**src/hw/rtl/nroot_pkg.sv**
```systemverilog
// nroot_pkg: widths, microcode types and the control program of the exact n-th root unit
// depends on nothing; used by the interfaces, the sequencer and the top level
package nroot_pkg;

	// field widths and limits
	localparam int VALUE_BITS   = 31;
	localparam int MAX_EXPONENT = 63;
	localparam int EXP_W        = 6;
	localparam int PROD_W       = 2 * VALUE_BITS;
	localparam int STEP_W       = 3;

	typedef logic [STEP_W-1:0] step_t;

	// datapath actions, one per control word
	typedef enum logic [2:0] {
		A_LOAD,
		A_MID,
		A_MUL,
		A_ACC,
		A_LOW,
		A_HIGH,
		A_EMIT_NO,
		A_EMIT_HIT
	} act_t;

	// jump conditions
	typedef enum logic [2:0] {
		C_IN_VALID,
		C_EMPTY,
		C_K_DONE,
		C_PROD_GT,
		C_ACC_EQ,
		C_OUT_FREE,
		C_ALWAYS
	} cond_t;

	// one control word: action, condition, target when true, target when false
	typedef struct packed {
		act_t  act;
		cond_t cond;
		step_t jt;
		step_t jf;
	} uword_t;

	// status from the datapath to the sequencer
	typedef struct packed {
		logic in_valid;
		logic empty;
		logic k_done;
		logic prod_gt;
		logic acc_eq;
		logic out_free;
	} flags_t;

	// control from the sequencer to the datapath
	typedef struct packed {
		act_t act;
		logic hit;
	} ctrl_t;

	// program step addresses
	localparam step_t S_WAIT     = 3'd0;
	localparam step_t S_MID      = 3'd1;
	localparam step_t S_MUL      = 3'd2;
	localparam step_t S_ACC      = 3'd3;
	localparam step_t S_LOW      = 3'd4;
	localparam step_t S_HIGH     = 3'd5;
	localparam step_t S_EMIT_NO  = 3'd6;
	localparam step_t S_EMIT_HIT = 3'd7;

	// control store
	function automatic uword_t ucode(step_t pc);
		uword_t w;
		unique case (pc)
			S_WAIT:     w = '{A_LOAD,     C_IN_VALID, S_MID,      S_WAIT};
			S_MID:      w = '{A_MID,      C_EMPTY,    S_EMIT_NO,  S_MUL};
			S_MUL:      w = '{A_MUL,      C_K_DONE,   S_LOW,      S_ACC};
			S_ACC:      w = '{A_ACC,      C_PROD_GT,  S_HIGH,     S_MUL};
			S_LOW:      w = '{A_LOW,      C_ACC_EQ,   S_EMIT_HIT, S_MID};
			S_HIGH:     w = '{A_HIGH,     C_ALWAYS,   S_MID,      S_MID};
			S_EMIT_NO:  w = '{A_EMIT_NO,  C_OUT_FREE, S_WAIT,     S_EMIT_NO};
			S_EMIT_HIT: w = '{A_EMIT_HIT, C_OUT_FREE, S_WAIT,     S_EMIT_HIT};
		endcase
		return w;
	endfunction

endpackage

```
**src/hw/rtl/nroot_if.sv**
```systemverilog
// nroot_in_if and nroot_out_if: valid/ready channels of the exact n-th root unit
// depends on nroot_pkg for field widths
interface nroot_in_if import nroot_pkg::*; ();
	logic                  valid;
	logic                  ready;
	logic [EXP_W-1:0]      exponent;
	logic [VALUE_BITS-1:0] value;

	modport source (output valid, output exponent, output value, input ready);
	modport sink   (input valid, input exponent, input value, output ready);
endinterface

interface nroot_out_if import nroot_pkg::*; ();
	logic                  valid;
	logic                  ready;
	logic                  found;
	logic [VALUE_BITS-1:0] root;

	modport source (output valid, output found, output root, input ready);
	modport sink   (input valid, input found, input root, output ready);
endinterface

```
**src/hw/rtl/integer_nth_root_exact_unit.sv**
```systemverilog
// integer_nth_root_exact_unit: top level, search datapath and result register
// depends on nroot_pkg, nroot_if (channels) and nroot_seq (control sequencer)
//
// usage
//   req carries an item (exponent n, value m); rsp returns one item per request:
//   found=1 and the root r with r**n == m, or found=0 and root 0.
//   both channels use valid/ready; an item moves when both are high at a clock edge.
//   one request is worked on at a time; req.ready is high only while the
//   sequencer waits at its first step.
// sequence
//   the first step takes the item; each binary search step computes the midpoint,
//   runs each multiplication on the one shared 31x31 multiplier (registered product,
//   then compare), sees the count done and moves the interval: at most 31 steps;
//   on a miss a final midpoint step finds the interval empty; then the result
//   is written. the early exit on overshoot usually cuts the multiplications
//   far below n.
// reset
//   arst_n clears the step counter and the result valid flag; no item is lost
//   or invented after reset.
// stall
//   a finished result sits in the result register; the next request is
//   already taken and searched while it waits, and only the write of the next
//   result holds until rsp.ready frees the register.
module integer_nth_root_exact_unit import nroot_pkg::*; (
	input  logic        clk,
	input  logic        arst_n,
	nroot_in_if.sink    req,
	nroot_out_if.source rsp
);

	ctrl_t  ctrl;
	flags_t flags;

	logic [EXP_W-1:0]      n_q;
	logic [VALUE_BITS-1:0] m_q;
	logic [VALUE_BITS:0]   low_q;
	logic [VALUE_BITS-1:0] high_q;
	logic [VALUE_BITS-1:0] mid_q;
	logic [VALUE_BITS-1:0] acc_q;
	logic [PROD_W-1:0]     prod_q;
	logic [EXP_W-1:0]      k_q;

	logic                  out_valid_q;
	logic                  out_found_q;
	logic [VALUE_BITS-1:0] out_root_q;

	logic [VALUE_BITS-1:0] diff;
	logic [VALUE_BITS-1:0] mid_calc;
	logic [EXP_W-1:0]      n_sat;
	logic                  out_free;

	// control sequencer
	nroot_seq u_seq (
		.clk   (clk),
		.arst_n(arst_n),
		.flags (flags),
		.ctrl  (ctrl)
	);

	// midpoint of the live interval, valid while low <= high
	assign diff     = high_q - low_q[VALUE_BITS-1:0];
	assign mid_calc = low_q[VALUE_BITS-1:0] + (diff >> 1);

	// exponent clamp
	always_comb begin
		if (int'(req.exponent) > MAX_EXPONENT) begin
			n_sat = EXP_W'(MAX_EXPONENT);
		end else begin
			n_sat = req.exponent;
		end
	end

	assign out_free = !out_valid_q || rsp.ready;

	// status flags
	always_comb begin
		flags.in_valid = req.valid;
		flags.empty    = low_q > {1'b0, high_q};
		flags.k_done   = k_q == n_q;
		flags.prod_gt  = prod_q > {{VALUE_BITS{1'b0}}, m_q};
		flags.acc_eq   = acc_q == m_q;
		flags.out_free = out_free;
	end

	assign req.ready = ctrl.act == A_LOAD;

	// search datapath
	always_ff @(posedge clk) begin
		unique case (ctrl.act)
			A_LOAD: begin
				if (ctrl.hit) begin
					n_q    <= n_sat;
					m_q    <= req.value;
					low_q  <= (VALUE_BITS+1)'(1);
					high_q <= req.value;
				end
			end
			A_MID: begin
				mid_q <= mid_calc;
				acc_q <= VALUE_BITS'(1);
				k_q   <= '0;
			end
			A_MUL: begin
				prod_q <= PROD_W'(acc_q) * PROD_W'(mid_q);
				k_q    <= k_q + EXP_W'(1);
			end
			A_ACC: begin
				if (!ctrl.hit) begin
					acc_q <= prod_q[VALUE_BITS-1:0];
				end
			end
			A_LOW: begin
				if (!ctrl.hit) begin
					low_q <= {1'b0, mid_q} + (VALUE_BITS+1)'(1);
				end
			end
			A_HIGH: begin
				high_q <= mid_q - VALUE_BITS'(1);
			end
			A_EMIT_NO, A_EMIT_HIT: begin
			end
		endcase
	end

	// result register valid flag
	always_ff @(posedge clk or negedge arst_n) begin
		if (!arst_n) begin
			out_valid_q <= 1'b0;
		end else if ((ctrl.act == A_EMIT_NO || ctrl.act == A_EMIT_HIT) && ctrl.hit) begin
			out_valid_q <= 1'b1;
		end else if (rsp.ready) begin
			out_valid_q <= 1'b0;
		end
	end

	// result register payload
	always_ff @(posedge clk) begin
		if ((ctrl.act == A_EMIT_NO || ctrl.act == A_EMIT_HIT) && ctrl.hit) begin
			out_found_q <= ctrl.act == A_EMIT_HIT;
			out_root_q  <= (ctrl.act == A_EMIT_HIT) ? mid_q : '0;
		end
	end

	assign rsp.valid = out_valid_q;
	assign rsp.found = out_found_q;
	assign rsp.root  = out_root_q;

`ifndef NO_ASSERTIONS
	// partial power never passes m before the next multiplication
	a_acc_bound: assert property (@(posedge clk) disable iff (!arst_n)
		ctrl.act == A_MUL |-> acc_q <= m_q)
		else $error("partial power above value at multiply step");

	// multiplication count never runs past the exponent
	a_k_bound: assert property (@(posedge clk) disable iff (!arst_n)
		(ctrl.act == A_MUL || ctrl.act == A_ACC) |-> k_q <= n_q)
		else $error("multiplication count past exponent");

	// the candidate stays inside the search interval
	a_mid_range: assert property (@(posedge clk) disable iff (!arst_n)
		ctrl.act == A_ACC |-> ({1'b0, mid_q} >= low_q && mid_q <= high_q))
		else $error("candidate outside search interval");

	// a found root is never zero, a miss always reports zero
	a_root_code: assert property (@(posedge clk) disable iff (!arst_n)
		rsp.valid |-> (rsp.found ? rsp.root != '0 : rsp.root == '0))
		else $error("root does not match found flag");
`endif

endmodule

```
**src/hw/rtl/nroot_seq.sv**
```systemverilog
// nroot_seq: step counter and control store walk of the exact n-th root unit
// depends on nroot_pkg for the program and the control types
module nroot_seq import nroot_pkg::*; (
	input  logic   clk,
	input  logic   arst_n,
	input  flags_t flags,
	output ctrl_t  ctrl
);

	step_t  pc_q;
	step_t  pc_next;
	uword_t word;
	logic   hit;

	// fetch the current control word
	assign word = ucode(pc_q);

	// evaluate the jump condition
	always_comb begin
		unique case (word.cond)
			C_IN_VALID: hit = flags.in_valid;
			C_EMPTY:    hit = flags.empty;
			C_K_DONE:   hit = flags.k_done;
			C_PROD_GT:  hit = flags.prod_gt;
			C_ACC_EQ:   hit = flags.acc_eq;
			C_OUT_FREE: hit = flags.out_free;
			C_ALWAYS:   hit = 1'b1;
			default:    hit = 1'b0;
		endcase
	end

	// next step
	always_comb begin
		pc_next = hit ? word.jt : word.jf;
	end

	// control out to the datapath
	always_comb begin
		ctrl.act = word.act;
		ctrl.hit = hit;
	end

	// step counter
	always_ff @(posedge clk or negedge arst_n) begin
		if (!arst_n) begin
			pc_q <= S_WAIT;
		end else begin
			pc_q <= pc_next;
		end
	end

endmodule

```
**src/flat_wrapper.sv**
```systemverilog
// flat-port wrapper written by rule: the top's interface ports become plain ports
module integer_nth_root_exact_unit_flat import nroot_pkg::*;
  (clk, arst_n, req_valid, req_exponent, req_value, req_ready, rsp_valid, rsp_found, rsp_root, rsp_ready);
  nroot_in_if req_i ();
  nroot_out_if rsp_i ();
  input  logic clk;
  input  logic arst_n;
  input wire logic [$bits(req_i.valid)-1:0] req_valid;
  input wire logic [$bits(req_i.exponent)-1:0] req_exponent;
  input wire logic [$bits(req_i.value)-1:0] req_value;
  output wire logic [$bits(req_i.ready)-1:0] req_ready;
  output wire logic [$bits(rsp_i.valid)-1:0] rsp_valid;
  output wire logic [$bits(rsp_i.found)-1:0] rsp_found;
  output wire logic [$bits(rsp_i.root)-1:0] rsp_root;
  input wire logic [$bits(rsp_i.ready)-1:0] rsp_ready;
  assign req_i.valid = req_valid;
  assign req_i.exponent = req_exponent;
  assign req_i.value = req_value;
  assign req_ready = req_i.ready;
  assign rsp_valid = rsp_i.valid;
  assign rsp_found = rsp_i.found;
  assign rsp_root = rsp_i.root;
  assign rsp_i.ready = rsp_ready;
  integer_nth_root_exact_unit u_core (.clk(clk), .arst_n(arst_n), .req(req_i), .rsp(rsp_i));
endmodule
```
**config.mk**
```make
export PLATFORM = sky130hd
export DESIGN_NAME = integer_nth_root_exact_unit_flat
export DESIGN_NICKNAME = d
export VERILOG_FILES = /design/src/hw/rtl/nroot_pkg.sv /design/src/hw/rtl/nroot_if.sv /design/src/hw/rtl/integer_nth_root_exact_unit.sv /design/src/hw/rtl/nroot_seq.sv /design/src/flat_wrapper.sv
export SDC_FILE = /design/constraint.sdc
export NUM_CORES = 2
export LEC_CHECK = 0
export CORE_MARGIN = 1
export CORE_UTILIZATION = 65
export CTS_BUF_LIST = sky130_fd_sc_hd__clkbuf_4 sky130_fd_sc_hd__clkbuf_8 sky130_fd_sc_hd__clkbuf_16
export CTS_CLUSTER_SIZE = 16
export DETAILED_ROUTE_END_ITERATION = 8
export DONT_BUFFER_PORTS = 1
export PLACE_DENSITY = 0.84
export SYNTH_ARGS = -nofsm -noshare
export SYNTH_HDL_FRONTEND = slang
export SYNTH_SLANG_ARGS = --single-unit
```
**constraint.sdc**
```tcl
create_clock -name clk -period 9.5 [get_ports clk]
set_input_delay 0.475 -clock clk [delete_from_list [all_inputs] [get_ports clk]]
set_output_delay 0.475 -clock clk [all_outputs]
set_load 0.02 [all_outputs]
```
==> impl_metrics.json <==
{
  "ys_warn_count": 0,
  "first_iter_violations": 3506,
  "synth_top_cell_area_share_pct": 36.4,
  "netlist-cell-type-count": 71,
  "clk_path_buf_depth": 3,
  "htree_levels": 2,
  "max_freq_ghz": 0.111,
  "cts_tree": "yes",
  "drv_slew": 0,
  "setup_tns_ns": 0,
  "grt_overflow": 0,
  "area_growth_pct": 4.78,
  "core_um2": 70100,
  "hold_path.class": "in -> reg",
  "yosys-top-cells-count": "inv_1, fa_1, and2_1",
  "post-route-drc-count": 0,
  "slew-limit-headroom_pct": 10.8,
  "io_pins": 75,
  "post_cts_buffers": 0,
  "cp_slowest_cell": "edfxtp_1",
  "dieArea_um2": 72100,
  "globalRouteTotalUtil_pct": 37.5,
  "outcome": "complete, no violations",
  "cts_resized": 0,
  "synth.most_common_cell": "inv_1",
  "synth-seq-area-share_pct": 17.2,
  "clkLatencyLatePin_ns": 0.57,
  "ant_nets": 0,
  "syn_nets": 6050,
  "timing.final.crit_period_ns": 9.04,
  "rsz0062_at_grt": "false",
  "cp_max_fo": 20,
  "grt_max_degree": 64,
  "cts_buffers": 34,
  "drive_above_1_share_pct": 3.98,
  "met3_usage_pct": 10.8,
  "grt_pass1_wl_mm": 203,
  "port-buffer-count": 0,
  "syn-instance-count": 4787,
  "async_flop_share_pct": 1.50,
  "cpMostUsedCell": "fa_1",
  "finalHoldViolCount": 0,
  "final_nets": 5938,
  "worst_pin_slew_ns": 1.34,
  "met1_usage_pct": 47.5,
  "antenna_found_initial": 6,
  "fin_crit_sh_pct": 95.1,
  "die_width_um": 269,
  "fp-row-count": 97,
  "arrival_ns": 9.32,
  "ys_seq_elements": 266,
  "critical_path_class": "reg -> reg",
  "synth_flop_cell": "edfxtp_1",
  "cp-end-kind": "flip-flop",
  "cp.buffers_inverters": 2,
  "initial_core_util_pct": 65.9,
  "ys_top_cells_by_area": "fa_1, edfxtp_1, ha_1, and2_1, inv_1",
  "gp_congestion": 1.01,
  "firstDrtPassIters": 8,
  "vias": 34100,
  "wl_per_cell_um": 22.9,
  "die_y_um": 269,
  "drt_wl_total_mm": 130,
  "syn_avg_cell_area_um2": 9.65,
  "synth_largest_area_cell": "fa_1",
  "syn_area_um2": 46200,
  "cts.clk_slew.worst_paths_ns": 0.06,
  "critical_path.top_delay_family": "adder cells",
  "hpwl_mm": 103,
  "place_ws_ns": 0.682,
  "path_cells": "buf_4 -> nand2_1 -> fa_1 -> fa_1 -> fa_1 -> fa_1 -> inv_1 -> fa_1 -> fa_1 -> fa_1 -> fa_1 -> ha_1 -> nand4_1 -> nor2_1 -> nand3_1 -> nor4_1 -> a211oi_1 -> o31ai_1 -> a21oi_1 -> a21boi_0 -> a31oi_1 -> xnor2_1",
  "synth_edf_count": 262,
  "setup_ws_ns": 0.461,
  "crit_required_ns": 9.79,
  "grt_use_met2_pct": 58.3,
  "setup_violations": 0,
  "finClkSkew_ns": 0.0355,
  "viasPerCell": 6.03,
  "cts.sinks": 266,
  "cap_violations": 0,
  "grt_busiest_layer": "met2",
  "cts_root_buf": "clkbuf_16",
  "startpoint_type": "flip-flop",
  "grt_pass1_vias": 35800,
  "slowest_delay_ns": 1.12
}
==> sequential cells by signal, indices dropped and copies added (netlist names) <==
register / count
u_core.k_q: 6
u_core.rsp.valid: 1
u_core.rsp.root: 31
u_core.rsp.found: 1
u_core.u_seq.pc_q: 3
u_core.m_q: 31
u_core.n_q: 6
u_core.high_q: 31
u_core.acc_q: 31
u_core.low_q: 32
u_core.prod_q: 62
u_core.mid_q: 31
==> routing by layer <==
| layer | wire length, µm | part of all wire, % |
|---|---|---|
| met1 | 46400 | 36 |
| met2 | 59500 | 46 |
| met3 | 15700 | 12 |
| met4 | 8240 | 6.4 |
| met5 | 22 | 0.017 |
==> cell type report <==
type,instances,area (µm²)
Tap cell,940,1180
Clock buffer,44,943
Sequential cell,266,7970
Multi-Input combinational cell,3368,33900
Inverter,891,3340
Timing Repair Buffer,114,898
Antenna cell,17,42.5
Fill cell,5165,21700
Clock inverter,15,115
==> metrics by stage <==
stage / std cells / utilization, % / area (µm²) / hold WS, ns
after floorplan: 4787 / - / 46200 / 0.179
after global placement: 5562 / 67.2 / 47100 / 0.180
after detailed placement: 5562 / 67.2 / 47100 / 0.180
after CTS: 5638 / 68.9 / 48400 / 0.00849
after global routing: 5643 / 69.0 / 48400 / 0.0147
final: 5655 / 69.0 / 48400 / 0.0236
==> what timing repair did <==
| action | 4_1_cts | 5_1_grt |
|---|---|---|
| hold buffers | 17 | 0 |
| endpoints found under the setup margin | 0 | 0 |
| hold endpoints to repair | 20 | 0 |
==> worst paths after layout <==
check | start | to | slack [ns] | cells past startpoint
worst max-delay path | u_core.mid_q[9]$_DFFE_PP_ | u_core.prod_q[60]$_DFFE_PP_ | 0.46 | 22
worst min-delay path | req_value[13] | u_core.m_q[13]$_DFFE_PP_ | 0.02 | 0
min in group asynchronous | arst_n | u_core.u_seq.pc_q[1]$_DFFE_PN0P_ | 0.21 | 1
worst max register to register | u_core.mid_q[9]$_DFFE_PP_ | u_core.prod_q[60]$_DFFE_PP_ | 0.46 | 22
max in group asynchronous | arst_n | u_core.rsp.valid$_DFFE_PN0P_ | 9.07 | 1
worst min register to register | u_core.prod_q[0]$_DFFE_PP_ | u_core.acc_q[0]$_SDFFCE_PN1P_ | 0.55 | 2
==> kinds of logic (layout without fill, tap and decap cells) <==
kind of cell / after synthesis / after routing / share of synthesized area [%]
adders and majority gates: 1222 / 1222 / 46.7
buffers and inverters: 1153 / 1064 / 9.40
muxes: 4 / 4 / 0.0894
other: 0 / 17 / 0
and+or+nand+nor: 1492 / 1492 / 16.5
AOI/OAI and AO/OA: 445 / 445 / 6.12
DFF: 266 / 266 / 17.2
xor gates and xnor gates: 205 / 205 / 3.89
==> placed cells by master (no fill, tap or decap), types with 20 or more instances in the layout <==
cell / netlist / layout
ha_1: 383 / 383
nand2_1: 566 / 565
nor3_1: 27 / 27
nand4_1: 38 / 38
and3_1: 52 / 52
inv_1: 891 / 890
o21ai_0: 93 / 91
clkbuf_16: 0 / 35
o21a_1: 22 / 22
and2_1: 570 / 569
a21o_1: 85 / 85
nor2_1: 97 / 97
fa_1: 839 / 839
xor2_1: 75 / 75
buf_4: 0 / 97
edfxtp_1: 262 / 262
nand3_1: 48 / 48
a21oi_1: 138 / 137
xnor2_1: 130 / 130
nor2b_1: 20 / 20
nor4_1: 22 / 22
==> worst reg2reg max path, cell delays in order, from the launching register on <==
cell      delay, ns
edfxtp_1       1.12
buf_4          0.36
nand2_1        0.09
fa_1           0.49
fa_1           0.52
fa_1           0.51
fa_1           0.52
inv_1          0.06
fa_1           0.56
fa_1           0.47
fa_1           0.53
fa_1           0.44
ha_1           0.45
nand4_1        0.21
nor2_1         0.17
nand3_1        0.11
nor4_1         0.22
a211oi_1       0.23
o31ai_1        0.71
a21oi_1        0.19
a21boi_0       0.48
a31oi_1        0.19
xnor2_1        0.15
Power is left out: the tool's default activity adds up to more than one toggle a clock period on the data nets, which glitch-free logic cannot reach.
